[config.mk]
export PLATFORM = sky130hd
export DESIGN_NAME = bbc_stage
export DESIGN_NICKNAME = d
export VERILOG_FILES = /design/src/rtl/bbc_pkg.sv /design/src/rtl/bbc_stage.sv
export SDC_FILE = /design/constraint.sdc
export NUM_CORES = 1
export LEC_CHECK = 0
export BUFFER_PORTS_ARGS = -buffer_cell sky130_fd_sc_hd__clkbuf_2
export CORE_ASPECT_RATIO = 0.5
export CORE_MARGIN = 4
export CORE_UTILIZATION = 44
export CTS_BUF_LIST = sky130_fd_sc_hd__clkbuf_8 sky130_fd_sc_hd__clkbuf_16
export CTS_CLUSTER_SIZE = 16
export DETAILED_ROUTE_END_ITERATION = 16
export GPL_ROUTABILITY_DRIVEN = 0
export PLACE_DENSITY_LB_ADDON = 0.1
export RECOVER_POWER = 50
export SKIP_CTS_REPAIR_TIMING = 1
export SYNTH_ARGS = -nofsm -noshare
export SYNTH_HDL_FRONTEND = slang
export SYNTH_SLANG_ARGS = --single-unit
[constraint.sdc]
create_clock -name clk -period 2.2 [get_ports clk]
set_input_delay 0.22 -clock clk [delete_from_list [all_inputs] [get_ports clk]]
set_output_delay 0.22 -clock clk [all_outputs]
set_load 0.005 [all_outputs]
[src/rtl/bbc_pkg.sv]
package bbc_pkg;

	localparam int unsigned BIN_W = 64;
	localparam int unsigned HI_W  = 16;
	localparam int unsigned CNT_W = 4;
	localparam int unsigned NUM_STAGES = 16;
	localparam int unsigned BITS_PER_STAGE = BIN_W / NUM_STAGES;
	localparam int unsigned BCD_W = 80;

	typedef enum logic {
		FUNC_TO_BCD = 1'b0,
		FUNC_TO_BIN = 1'b1
	} func_t;

	typedef struct packed {
		logic              func;
		logic [CNT_W-1:0]  num;
	} ctl_t;

	// One step of double dabble: add 3 to every digit at five or above, shift in one bit.
	function automatic logic [BCD_W-1:0] dabble_step(input logic [BCD_W-1:0] bcd,
			input logic in_bit);
		logic [BCD_W-1:0] adj;
		adj = bcd;
		for (int d = 0; d < BCD_W / 4; d++) begin
			if (adj[d*4 +: 4] >= 4'd5)
				adj[d*4 +: 4] = adj[d*4 +: 4] + 4'd3;
		end
		return {adj[BCD_W-2:0], in_bit};
	endfunction

endpackage

[src/rtl/bbc_stage.sv]
module bbc_stage (
	input  logic                    clk,
	input  logic                    arst_n,
	input  logic                    en,
	input  logic                    shift_en,
	input  logic                    valid_in,
	input  bbc_pkg::ctl_t           ctl_in,
	input  logic [bbc_pkg::BIN_W-1:0] shreg_in,
	input  logic [bbc_pkg::BCD_W-1:0] acc_in,
	output logic                    valid_out,
	output bbc_pkg::ctl_t           ctl_out,
	output logic [bbc_pkg::BIN_W-1:0] shreg_out,
	output logic [bbc_pkg::BCD_W-1:0] acc_out
);
	import bbc_pkg::*;

	logic [BIN_W-1:0] sh_nxt;
	logic [BCD_W-1:0] acc_nxt;

	// To BCD: shreg holds remaining binary bits, acc the digits.
	// To binary: shreg holds the running sum, acc the remaining digits (top first).
	// Without shift_en a to-BCD transaction passes through unchanged.
	always_comb begin
		sh_nxt  = shreg_in;
		acc_nxt = acc_in;
		for (int b = 0; b < BITS_PER_STAGE; b++) begin
			if (shift_en && ctl_in.func == FUNC_TO_BCD) begin
				acc_nxt = dabble_step(acc_nxt, sh_nxt[BIN_W-1]);
				sh_nxt  = {sh_nxt[BIN_W-2:0], 1'b0};
			end
		end
		if (ctl_in.func == FUNC_TO_BIN) begin
			// Absorb one digit per stage: sum*10 + top nibble.
			sh_nxt  = (shreg_in << 3) + (shreg_in << 1)
				+ {{(BIN_W-4){1'b0}}, acc_in[BCD_W-1 -: 4]};
			acc_nxt = {acc_in[BCD_W-5:0], 4'd0};
		end
	end

	always_ff @(posedge clk or negedge arst_n) begin
		if (!arst_n) begin
			valid_out <= 1'b0;
		end else if (en) begin
			valid_out <= valid_in;
		end
	end

	always_ff @(posedge clk) begin
		if (en) begin
			ctl_out   <= ctl_in;
			shreg_out <= sh_nxt;
			acc_out   <= acc_nxt;
		end
	end

endmodule

==> metrics.md <==
| Metric | Value |
|---|---|
| Result of the run | complete, but fails checks |
| Failing checks | negative setup slack |
| Startpoint-to-endpoint class of the critical path | in2reg |
| Syn Area/Cell | 7.726 um2 |
| Share of flip-flops with an asynchronous set or reset | 0.6667% |
| Count of unresolved DRC violations after routing | 0 |
| PnR worst setup slack | -1.474 ns |
| Sequential fraction of design power | 20.7% |
| Total track usage | 28.11% |
| Post-Place Setup Slack | -1.988 ns |
| Hold Violations, Final | 0 |
| Cell taking the most area after synthesis | sky130_fd_sc_hd__edfxtp_1 |
| Number of max-slew violations in the final report | 0 |
| Vias per std cell | 5.816 |
| Net switching fraction of the power | 38.94% |
| Cell with the biggest individual delay on the critical path | sky130_fd_sc_hd__fa_2 |
| Maximum clock frequency | 0.2722 GHz |
| Crit path launch type | input port |
| Post-synth net total | 3,205 |
| Die Area | 53,800 um2 |
| Ys flop type | sky130_fd_sc_hd__edfxtp_1 |
| Deepest clock path buffer count | 2 |
| Psw | 0.007015 W |
| Antenna-violating nets left | 0 |
| Cells after synthesis | 2,844 |
| Fraction of the yosys area taken by sequential cells | 20.48% |
| Via count of the first global-routing pass | 25.84k |
| Number of synthesized register bits | 150 |
| Number of synthesis warnings | 0 |
| Gate power share | 60.5% |
| Delay contributed by the slowest stage of the critical path | 0.50 ns |
| Top cells by area in the synthesized netlist | sky130_fd_sc_hd__edfxtp_1 20%, sky130_fd_sc_hd__ha_1 12%, sky130_fd_sc_hd__o21ai_0 5.7% |
| Total Nets Final | 4,517 |
| Max-cap violations | 0 |
| Number of buffers and inverters on the critical path | 3 |
| Endpoint type of the worst setup path | flip-flop |
| Proportion of layout cells with a drive suffix above 1 | 52.58% |
| TritonCTS Buffers | 17 |
| Routed via count | 28.07k |
| Clk root buf | sky130_fd_sc_hd__clkbuf_16 |
| FF-to-FF Start | valid_out |
| Total routed wirelength | 90,010 um |
| P per Cell Area | 471.8 nW/um2 |
| Most common cell after layout, fill and taps aside | sky130_fd_sc_hd__buf_4 |
| Port Buffers | 303 |
| First-pass GRT wire length | 126,100 um |
| Gate family responsible for the most delay along the worst path | compound AO/OA/AOI/OAI gates |
| Core Box Area | 48,920 um2 |
| Highest fanout seen on the critical path | 3 |
| Classification of the worst-slack hold path | in2async |
| Setup skew after layout | 0 ns |
| Setup crit start | shreg_in[2] |
| Clock tree from TritonCTS | built |
| Post-synthesis to final-layout area growth | 73.77% |
| Largest net degree at the start of global routing | 73 |
| P_int | 0.01100 W |
| Wire per inst | 18.65 um |
| Reg clk slew, reported paths | 0.07 ns |
| Critical Path, Cell by Cell | buf_8 -> fa_2 -> fa_2 -> a21o_1 -> a21o_1 -> a21oi_2 -> o211ai_1 -> a221oi_2 -> o221ai_2 -> a21oi_2 -> o221ai_4 -> a221oi_4 -> buf_4 -> buf_6 -> o21bai_4 -> xor2_1 -> nand2_1 -> o21ai_2 |
| Least-Margin Pin Slew | 1.188 ns |
| 1st-iter DRT viols | 2,078 |
| Aggregate negative setup slack | -130.81 ns |
| Initial core utilization | 44.91% |
| Num Clock Sinks | 150 |
| Summed instance area of the synthesized netlist | 21,970 um2 |
| Relative max-transition margin | 20.82% |
| Final standard cell utilization of the core | 78.04% |
| Overflow left after global routing | 0 |
| P_leak | 17.09 nW |
| HPWL after detailed placement | 62,000 um |
| Proportion of netlist area held by the largest area contributor | 20.36% |
| Die Span Y | 166.0 um |
| Initial antenna violation count | 9 |
| Skew-Pair Late Insertion Delay | 0.46 ns |
| Overall die width | 324.0 um |
| Setup repair after global routing missed its margin | true |
| Top library cells by usage in the layout, fill and taps aside | 1,067 x sky130_fd_sc_hd__buf_4, 281 x sky130_fd_sc_hd__nand2_1, 263 x sky130_fd_sc_hd__clkbuf_2, 177 x sky130_fd_sc_hd__nor2_1, 149 x sky130_fd_sc_hd__edfxtp_1 |
| Netlist cell types | 99 |
| Clock period minus worst slack | 3.674 ns |
| Number of rows created at floorplan | 57 |
| Boundary pin count | 304 |
| H-tree Lvls | 4 |
| EDFF count, synth | 149 |
| Fraction of power consumed by the clock network | 18.8% |
| Data arrival time at the worst-slack endpoint | 3.86 ns |
| Period utilization | 167.0% |
| Pre-antenna DRT Iters | 6 |
| Count of final setup violators | 133 |
| Crit path required time | 2.39 ns |
| Max IR drop VDD | 428.7 uV |
==> metal layers <==
layer | up-vias | track usage, % | wire [um]
met3 | 278 | 3.848 | 4444
met5 | - | 0 | 0
met2 | 908 | 49.95 | 44770
met1 | 13527 | 34.67 | 37240
met4 | 0 | 10.22 | 3554
li1 | 13354 | - | -
==> cells by family after synthesis <==
family	after synthesis	synth area share [%]
compound gates	1046	31.53
simple gates	893	19.43
buf+inv	281	5.267
fa+ha+maj	207	11.86
xor+xnor	153	6.098
flops	150	20.48
mux	114	5.335
==> synthesized netlist by cell type, drive strengths merged (11+ instances only) <==
master and instances:
nand2 296, o21ai 280, a21oi 230, nor2 225, ha 205, edfxtp 149, xnor2 111, inv 109
clkbuf 94, mux2i 92, buf 78, a21o 76, nor3 64, nand3 63, a211oi 45, xor2 42
a31oi 40, nand2b 37, o21bai 33, o211ai 32, a22oi 31, and2 29, a211o 28, o21a 28
nor2b 27, nand4 26, and3 23, o22ai 23, o31ai 23, mux2 22, or3 21, a21boi 17
nor3b 17, o221ai 16, a221oi 15, a311oi 13, nor4 11, or2 11, or3b 11
==> metrics by stage <==
step | area [um2] | hold slack (ns) | cells | total power, W
floorplan | 22930 | -0.07559 | 2844 | 0.008524
global placement | 31930 | -0.005916 | 4615 | 0.01232
detailed placement | 31930 | -0.003966 | 4615 | 0.01247
CTS | 32550 | -0.5074 | 4647 | 0.01591
global route | 38180 | 0.06579 | 4826 | 0.01905
finish | 38180 | 0.05771 | 4826 | 0.01802
==> worst paths after layout <==
check / endpoint / cells past startpoint / slack, ns
setup / recovery: shreg_out[56] / 18 / -1.47
hold / removal: valid_out / 2 / 0.06
setup reg to reg: valid_out / 1 / 1.44
hold reg to reg: valid_out / 1 / 0.54
max in group asynchronous: valid_out / 2 / 2.04
min in group clk: acc_out[13] / 3 / 0.13
==> registers in the layout, indices dropped and copies added, names as in the netlist <==
name	flops
shreg_out	64
valid_out	1
ctl_out	5
acc_out	80
==> power groups by stage <==
stage / Combinational [W] / Sequential [W] / Clock (W)
after floorplan: 0.00472 / 0.00380 / 0
after global placement: 0.00853 / 0.00378 / 0
after detailed placement: 0.00868 / 0.00379 / 0
after CTS: 0.00875 / 0.00373 / 0.00344
after global routing: 0.0117 / 0.00376 / 0.00356
final: 0.0109 / 0.00373 / 0.00339
==> layout make-up <==
type,count,area (um2)
diodes,8,20.02
clock buffers,17,425.4
clock inverters,15,200.2
fillers,3325,10740
inverters,109,509.2
multi-input cells,2414,20570
flip-flops and latches,150,4499
well taps,649,812.0
repair buffers,1464,11150
(Power assumes the default switching activity.)
