--- config.mk ---
export PLATFORM = sky130hd
export DESIGN_NAME = bbc_mask
export DESIGN_NICKNAME = d
export VERILOG_FILES = /design/src/rtl/bbc_pkg.sv /design/src/rtl/bbc_mask.sv
export SDC_FILE = /design/constraint.sdc
export NUM_CORES = 1
export LEC_CHECK = 0
export BUFFER_PORTS_ARGS = -buffer_cell sky130_fd_sc_hd__buf_2
export CAP_MARGIN = 5
export CORE_AREA = 4 4 111 113
export DETAILED_ROUTE_END_ITERATION = 7
export DIE_AREA = 0 0 115 117
export PLACE_DENSITY = 0.56
export SETUP_SLACK_MARGIN = 0.15
export SYNTH_ARGS = -nofsm -noshare
export SYNTH_HDL_FRONTEND = slang
export SYNTH_SLANG_ARGS = --single-unit
--- constraint.sdc ---
create_clock -name vclk -period 1.09
set_input_delay 0.218 -clock vclk [all_inputs]
set_output_delay 0.218 -clock vclk [all_outputs]
set_load 0.01 [all_outputs]
--- src/rtl/bbc_pkg.sv ---
package bbc_pkg;

	localparam int unsigned BIN_W = 64;
	localparam int unsigned HI_W  = 16;
	localparam int unsigned CNT_W = 4;
	localparam int unsigned NUM_STAGES = 16;
	localparam int unsigned BITS_PER_STAGE = BIN_W / NUM_STAGES;
	localparam int unsigned BCD_W = 80;

	typedef enum logic {
		FUNC_TO_BCD = 1'b0,
		FUNC_TO_BIN = 1'b1
	} func_t;

	typedef struct packed {
		logic              func;
		logic [CNT_W-1:0]  num;
	} ctl_t;

	// One step of double dabble: add 3 to every digit at five or above, shift in one bit.
	function automatic logic [BCD_W-1:0] dabble_step(input logic [BCD_W-1:0] bcd,
			input logic in_bit);
		logic [BCD_W-1:0] adj;
		adj = bcd;
		for (int d = 0; d < BCD_W / 4; d++) begin
			if (adj[d*4 +: 4] >= 4'd5)
				adj[d*4 +: 4] = adj[d*4 +: 4] + 4'd3;
		end
		return {adj[BCD_W-2:0], in_bit};
	endfunction

endpackage

--- src/rtl/bbc_mask.sv ---
module bbc_mask (
	input  bbc_pkg::ctl_t             ctl,
	input  logic [bbc_pkg::BIN_W-1:0] shreg,
	input  logic [bbc_pkg::BCD_W-1:0] acc,
	output logic [bbc_pkg::BIN_W-1:0] bin_res,
	output logic [bbc_pkg::BCD_W-1:0] bcd_res
);
	import bbc_pkg::*;

	always_comb begin
		bcd_res = '0;
		bin_res = '0;
		if (ctl.func == FUNC_TO_BCD) begin
			for (int p = 0; p < BCD_W / 8; p++) begin
				if (p < int'(ctl.num))
					bcd_res[p*8 +: 8] = acc[p*8 +: 8];
			end
		end else begin
			bin_res = shreg;
		end
	end

endmodule

==> results.sh, run 1 <==
export IMPL_outcome="finished, violations left"
export IMPL_violations="setup timing"
export IMPL_grt_ovfl_total=0
export IMPL_cp_start_kind="input pin"
export IMPL_dp_hpwl_um=7710
export IMPL_yosysSeqAreaShare_pct=0
export IMPL_core_area_mm2=0.0113
export IMPL_seqCellArea_um2=0
export IMPL_synth_area_top_cells="and2_1 43%, nor3b_1 41%, clkbuf_1 3.2%, nor3_2 2.6%, buf_2 2.1%"
export IMPL_max_freq_mhz=780
export IMPL_critical_path_top_delay_family="buffers and inverters"
export IMPL_seq_cell_count=0
export IMPL_grt_pass1_wl_um=13600
export IMPL_synth_top_cell_by_area="and2_1"
export IMPL_floorplan_initialDensity_pct=10.3
export IMPL_rsz0062_at_grt="true"
export IMPL_io_pins=293
export IMPL_die_h_um=117
export IMPL_yosysTopAreaCellShare_pct=42.8
export IMPL_min_period_over_period_pct=118
export IMPL_ir_drop_uv=206
export IMPL_fin_ws_ns=-0.192
export IMPL_cp_common_cell="buf_12"
export IMPL_tightest_slew_ns=0.249
export IMPL_finalSetupTns_ns=-10.82
export IMPL_worstSetupEndpointType="primary output"
export IMPL_synthCells=173
export IMPL_hold_buffers=0
export IMPL_placed_cell_area_mm2=0.00335
export IMPL_power_per_cell_area_mw_per_mm2=400
export IMPL_num_vias=2625
export IMPL_power_mw=1.94
export IMPL_cpPeakStageDelay_ns=0.26
export IMPL_worstSetupPathType="input pin to primary output"
export IMPL_drt_pass1_iterations=4
export IMPL_layout_cells_non_filler=640
export IMPL_nFillCells=1121
export IMPL_period_needed_ns=1.28
export IMPL_min_path_type="input pin to primary output"
export IMPL_finalHoldViolations=0
export IMPL_report_final_slew_viol_count=0
export IMPL_die_width_um=115
export IMPL_crit_chain="buf_12, buf_6, a211oi_4, buf_12, nor3b_2, buf_2"
export IMPL_design_area_mm2=0.00484
export IMPL_drive_gt1_share_pct=98.8
export IMPL_antenna_found_initial=0
export IMPL_drt_met1_wl_um=3950
export IMPL_timing_hold_ws_ns=0.725
export IMPL_syn_area_per_cell_um2=6.76
export IMPL_p_leak_nw=2.50
export IMPL_wl_met3_um=1050
export IMPL_synth_area_mm2=0.00117
export IMPL_wl_um=11200
export IMPL_slowest_stage="a211oi_4"
export IMPL_final_core_util_pct=42.8
export IMPL_routedWlPerCell_um=17.6
export IMPL_num_antenna_cells=0
export IMPL_synth_warning_count=0
export IMPL_worst_ep_required_time_ns=0.87
export IMPL_port_buffer_count=293
export IMPL_slew_headroom_pct=83.3
export IMPL_dpl_cell_count=611
export IMPL_cp_max_fo=8
export IMPL_grt_max_degree=45
export IMPL_cp_buffers_inverters=4
export IMPL_drtIter0Drc=39
export IMPL_grt_usage_pct=12.5
export IMPL_drc=0
export IMPL_gp_congestion=0.709
export IMPL_area_growth_synth_to_final_pct=314
export IMPL_drv_cap=0
export IMPL_via_per_inst=4.10
export IMPL_setup_viol=123
export IMPL_antenna_left=0
export IMPL_clockBufferCount=0
export IMPL_critical_path_arrival_ns=1.06
export IMPL_synth_nets=322
export IMPL_place_ws_ns=-0.439
export IMPL_dr_wl_met2_um=6230
export IMPL_synthDistinctLibCells=16
export IMPL_final_net_count=648
export IMPL_rows=39
export IMPL_grt_pass1_vias=2617
export IMPL_highest_layer="met4"
export IMPL_dieArea_mm2=0.0135
-- path summary, 6_finish.rpt --
check  cells past startpoint     from          end
min                        3  acc[62]  bcd_res[62]
max                        6   ctl[1]  bcd_res[19]
-- worst min-delay path, cell delays in order --
cell and delay, ns:
buf_2 0.07, and2_4 0.12, buf_6 0.09
-- cells in the mapped netlist, drive strengths merged --
library cell  count
a211oi            1
a21oi             1
a31oi             1
and2             80
buf               6
clkbuf           11
nand2b            1
nor2              1
nor2b             1
nor3              3
nor3b            64
nor4              1
o21ba             1
o21bai            1
-- final cells by class --
cell class	instances	area, µm²	share of cell area [%]
Multi-Input combinational cell	157	1810	37.5
Tap cell	143	179	3.70
Timing Repair Buffer	340	2850	58.8
-- cell families after synthesis --
logic type	Yosys count	synth area share, %
AO/OA/AOI/OAI	5	3.53
buffers and inverters	17	6.74
AND/OR/NAND/NOR	151	89.7
-- report_power, final --
part | total [mW] | switching (mW) | internal, mW
Clock | 0 | 0 | 0
Combinational | 1.94 | 0.753 | 1.18
Sequential | 0 | 0 | 0
Total | 1.94 | 0.753 | 1.18
-- per-layer routing --
metal | up-vias | global-route usage, %
met5 | - | 0
li1 | 1238 | -
met4 | 0 | 0
met3 | 2 | 2.37
met1 | 1226 | 14.6
met2 | 159 | 25.0
-- cells in the final DEF (no fill, tap or decap), drive strengths merged --
cell type	count
a21oi	1
nor3b	64
o21ba	1
a31oi	1
a211oi	1
nand2b	2
clkbuf	6
o21bai	1
nor4	1
and2	80
nor2b	1
nor2	1
nor3	3
buf	334
-- repair_timing --
item,4_1_cts,5_1_grt
hold endpoints to repair,0,0
buffers inserted,8,7
pin swaps,57,46
cloned,4,10
gates resized for setup,92,146
endpoints found under the setup margin,144,144
No activity file was read; power rests on OpenSTA's default activity.
==> run 2: changes to the inputs <==
--- a/config.mk
+++ b/config.mk
@@ -10,7 +10,7 @@
 export CORE_AREA = 4 4 111 113
 export DETAILED_ROUTE_END_ITERATION = 7
 export DIE_AREA = 0 0 115 117
-export PLACE_DENSITY = 0.56
+export PLACE_DENSITY_LB_ADDON = 0.12
 export SETUP_SLACK_MARGIN = 0.15
 export SYNTH_ARGS = -nofsm -noshare
 export SYNTH_HDL_FRONTEND = slang
==> run 2 against run 1 <==
  * The flow still finishes with violations (setup timing)
  * First-iteration DRC count fell by 38%
  * Global-route usage fell by 0.13 points
  * Count of clock-buffer cells in the layout did not move
  * Routed wire length fell by 12%
  * Critical endpoint is now bcd_res[7]
  * Largest cell class unchanged
  * Largest power group unchanged
  * Highest routed layer unchanged
==> results.sh, run 2 (synthesis results as in run 1) <==
export IMPL_outcome="finished, violations left"
export IMPL_violations="setup timing"
export IMPL_multiInputGateArea_mm2=0.00171
export IMPL_seqCellArea_um2=0
export IMPL_drc=0
export IMPL_area_growth_synth_to_final_pct=288
export IMPL_via_per_inst=3.92
export IMPL_dp_hpwl_um=7710
export IMPL_antenna_found_initial=2
export IMPL_cp_max_fo=8
export IMPL_cp_start_kind="input pin"
export IMPL_drt_pass1_iterations=3
export IMPL_nFillCells=1133
export IMPL_die_h_um=117
export IMPL_final_net_count=641
export IMPL_hold_buffers=0
export IMPL_rows=39
export IMPL_num_vias=2492
export IMPL_die_width_um=115
export IMPL_layout_cells_non_filler=635
export IMPL_max_freq_mhz=766
export IMPL_core_area_mm2=0.0113
export IMPL_drive_gt1_share_pct=92.7
export IMPL_worstSetupEndpointType="primary output"
export IMPL_final_common_cell="buf_2"
export IMPL_tightest_slew_ns=0.277
export IMPL_worst_ep_required_time_ns=0.87
export IMPL_io_pins=293
export IMPL_cp_common_cell="buf_12"
export IMPL_gp_congestion=0.775
export IMPL_dpl_cell_count=616
export IMPL_min_period_over_period_pct=120
export IMPL_drv_cap=0
export IMPL_dieArea_mm2=0.0135
export IMPL_min_path_type="input pin to primary output"
export IMPL_rsz0062_at_grt="true"
export IMPL_seq_cell_count=0
export IMPL_worstSetupPathType="input pin to primary output"
export IMPL_setup_viol=143
export IMPL_ir_drop_uv=188
export IMPL_critical_path_arrival_ns=1.09
export IMPL_place_ws_ns=-0.327
export IMPL_report_final_slew_viol_count=0
export IMPL_slew_headroom_pct=81.4
export IMPL_layout_common_cells="234 x buf_2, 61 x buf_6, 54 x and2_4"
export IMPL_wl_um=9870
export IMPL_grt_usage_pct=12.4
export IMPL_slowest_stage="nor4_4"
export IMPL_grt_max_degree=20
export IMPL_floorplan_initialDensity_pct=10.3
export IMPL_fin_ws_ns=-0.215
export IMPL_grt_ovfl_total=0
export IMPL_cpPeakStageDelay_ns=0.27
export IMPL_finalHoldViolations=0
export IMPL_grt_pass1_wl_um=13300
export IMPL_antenna_left=0
export IMPL_critical_path_top_delay_family="buffers and inverters"
export IMPL_cp_buffers_inverters=4
export IMPL_grt_pass1_vias=2479
export IMPL_routedWlPerCell_um=15.5
export IMPL_clockBufferCount=0
export IMPL_period_needed_ns=1.31
export IMPL_crit_chain="buf_8, buf_12, nor4_4, buf_12, nor3b_1, buf_2"
export IMPL_port_buffer_count=293
export IMPL_drtIter0Drc=24
export IMPL_p_leak_nw=2.37
export IMPL_power_per_cell_area_mw_per_mm2=390
-- run 2: cell types whose count changed in the layout (fill, tap and decap cells not counted), moves of 6 or more --
cell	change
and2_1	+20
and2_4	-20
buf_2	+20
buf_6	-27
clkbuf_16	-6
nor3b_1	+10
nor3b_2	-10
-- run 2: path summary, 6_finish.rpt --
check	from	end	slack, ns	cells past startpoint
max	ctl[2]	bcd_res[7]	-0.22	6
min	acc[27]	bcd_res[27]	0.73	3
-- run 2: power by group --
group	total [mW]	switching, mW	internal [mW]	leakage [nW]
sequential	0	0	0	0
combinational	1.77	0.686	1.08	2.37
clock	0.000000245	0	0.000000245	0.0000127
total	1.77	0.686	1.08	2.37
-- run 2: what timing repair did --
item                       4_1_cts  5_1_grt
resized for setup               83       91
buffers inserted                 3        3
gates cloned                    11        0
pin swaps                       28       29
setup endpoints to repair      144      144
-- run 2: layout make-up --
type,instances,share of cell area [%]
diodes,2,0.110
multi-input cells,157,37.8
well taps,143,3.95
repair buffers,333,58.1
-- run 2: metal layers --
| layer | wire [µm] | track usage [%] |
|---|---|---|
| met4 | 161 | 1.64 |
| met2 | 5510 | 24.8 |
| met5 | 0 | 0 |
| met1 | 3220 | 13.9 |
| met3 | 982 | 1.95 |
-- run 2: through the flow --
step	utilization (%)	total power [mW]	TNS (ns)	hold WS (ns)	cell area [µm²]
6_report	40.0	1.77	-17.39	0.727	4530
3_3_place_gp	30.3	1.28	-22.33	0.725	3430
5_1_grt	40.0	1.90	-21.77	0.734	4530
3_5_place_dp	30.3	1.28	-23.11	0.727	3430
2_1_floorplan	-	0.634	-4.60	0.560	1610
4_1_cts	36.2	1.60	-19.05	0.730	4100
==> run 3: changes to the inputs <==
--- a/config.mk
+++ b/config.mk
@@ -10,7 +10,7 @@
 export CORE_AREA = 4 4 111 113
 export DETAILED_ROUTE_END_ITERATION = 7
 export DIE_AREA = 0 0 115 117
-export PLACE_DENSITY_LB_ADDON = 0.12
+export PLACE_DENSITY_LB_ADDON = 0.2
 export SETUP_SLACK_MARGIN = 0.15
 export SYNTH_ARGS = -nofsm -noshare
 export SYNTH_HDL_FRONTEND = slang
==> run 3 against run 2 <==
  * The run still ends with setup timing left
  * Final area increased by 4.6%
  * Total power increased by 6.9%
  * Flip-flop and latch count unchanged
  * Global-route usage about the same
  * Sequential share of layout area unchanged
  * Critical path depth decreased by 1
  * Via count increased by 2.5%
  * Worst hold slack got worse by 0.0019 ns
  * Die area unchanged
  * Core utilization increased by 1.9 points
  * Critical path type unchanged
==> results.sh, run 3 (synthesis results as in run 1) <==
export IMPL_tightest_slew_ns=0.268
export IMPL_power_per_cell_area_mw_per_mm2=398
export IMPL_report_final_slew_viol_count=0
export IMPL_grt_usage_pct=12.3
export IMPL_layout_cells_non_filler=634
export IMPL_rsz0062_at_grt="true"
export IMPL_final_common_cell="buf_2"
export IMPL_worstSetupEndpointType="primary output"
export IMPL_min_path_type="input pin to primary output"
export IMPL_worst_ep_required_time_ns=0.87
export IMPL_worstSetupPathType="input pin to primary output"
export IMPL_core_area_mm2=0.0113
export IMPL_p_clk_share_pct=0
export IMPL_drc=0
export IMPL_placed_cell_area_mm2=0.00335
export IMPL_drv_cap=0
export IMPL_design_area_mm2=0.00474
export IMPL_rows=39
export IMPL_p_sw_uw=720
export IMPL_wl_um=10700
export IMPL_via_per_inst=4.03
export IMPL_grt_pass1_vias=2499
export IMPL_finalSetupTns_ns=-7.08
export IMPL_num_antenna_cells=0
export IMPL_antenna_found_initial=0
export IMPL_drtIter0Drc=39
export IMPL_period_needed_ns=1.24
export IMPL_gp_congestion=0.764
export IMPL_final_net_count=642
export IMPL_dpl_cell_count=612
export IMPL_floorplan_initialDensity_pct=10.3
export IMPL_ir_drop_uv=198
export IMPL_seqCellArea_um2=0
export IMPL_seq_cell_count=0
export IMPL_die_width_um=115
export IMPL_grt_max_degree=22
export IMPL_max_freq_mhz=804
export IMPL_slew_headroom_pct=82.0
export IMPL_setup_viol=72
export IMPL_violations="setup timing"
export IMPL_clockBufferCount=0
export IMPL_power_share_switching_pct=38.2
export IMPL_grt_ovfl_total=0
export IMPL_pwr_share_seq_pct=0
export IMPL_p_leak_nw=2.44
export IMPL_cp_start_kind="input pin"
export IMPL_antenna_left=0
export IMPL_dp_hpwl_um=7310
export IMPL_p_int_mw=1.17
export IMPL_combPwrFrac_pct=100.0
export IMPL_io_pins=293
export IMPL_fin_ws_ns=-0.154
export IMPL_layout_common_cells="210 x buf_2, 90 x buf_6, 77 x and2_4"
export IMPL_finalHoldViolations=0
export IMPL_die_h_um=117
export IMPL_drt_pass1_iterations=4
export IMPL_critical_path_arrival_ns=1.03
export IMPL_cp_max_fo=8
export IMPL_outcome="finished, violations left"
export IMPL_num_vias=2555
export IMPL_area_growth_synth_to_final_pct=306
export IMPL_grt_pass1_wl_um=13200
export IMPL_routedWlPerCell_um=16.9
export IMPL_dieArea_mm2=0.0135
export IMPL_min_period_over_period_pct=114
export IMPL_port_buffer_count=293
export IMPL_drive_gt1_share_pct=97.1
run 3: critical path, cell delays in order:
cell	delay [ns]
buf_12	0.12
nor4_4	0.32
buf_12	0.17
nor3b_1	0.05
buf_2	0.14
run 3: final cells by class:
type,count,area [µm²]
fill,1140,6580
multi-input combinational,157,1750
tap,143,179
timing repair buffer,334,2810
run 3: power groups by stage:
stage          logic [mW]  registers [mW]  clock network [mW]
2_1_floorplan       0.634               0                   0
3_3_place_gp         1.24               0                   0
5_1_grt              2.01               0                   0
6_report             1.89               0                   0
3_5_place_dp         1.25               0                   0
4_1_cts              1.53               0                   0
run 3: metal layers:
metal / vias up / GRT usage (%) / part of all wire, %
met5: - / 0 / 0
met4: 0 / 0.313 / 0
met3: 0 / 2.37 / 9.0
met2: 149 / 25.2 / 57
met1: 1175 / 13.8 / 33
li1: 1231 / - / -
run 3: repair_timing:
item,CTS,global route
buffers inserted,5,1
gates resized for setup,68,159
pin swaps,22,29
gates cloned,11,5
hold buffers,0,0
setup endpoints to repair,144,144
run 3: final timing paths:
path	from	endpoint	slack, ns	cells past startpoint
max	ctl[1]	bcd_res[7]	-0.15	5
min	shreg[0]	bin_res[0]	0.72	3
run 3: stage by stage:
step / worst slack (ns) / utilization, % / hold slack [ns] / power (mW)
finish: -0.154 / 41.9 / 0.725 / 1.89
global route: -0.213 / 41.9 / 0.735 / 2.01
CTS: -0.164 / 34.7 / 0.730 / 1.53
detailed placement: -0.335 / 29.6 / 0.730 / 1.25
global placement: -0.311 / 29.6 / 0.725 / 1.24
floorplan: -0.114 / - / 0.560 / 0.634
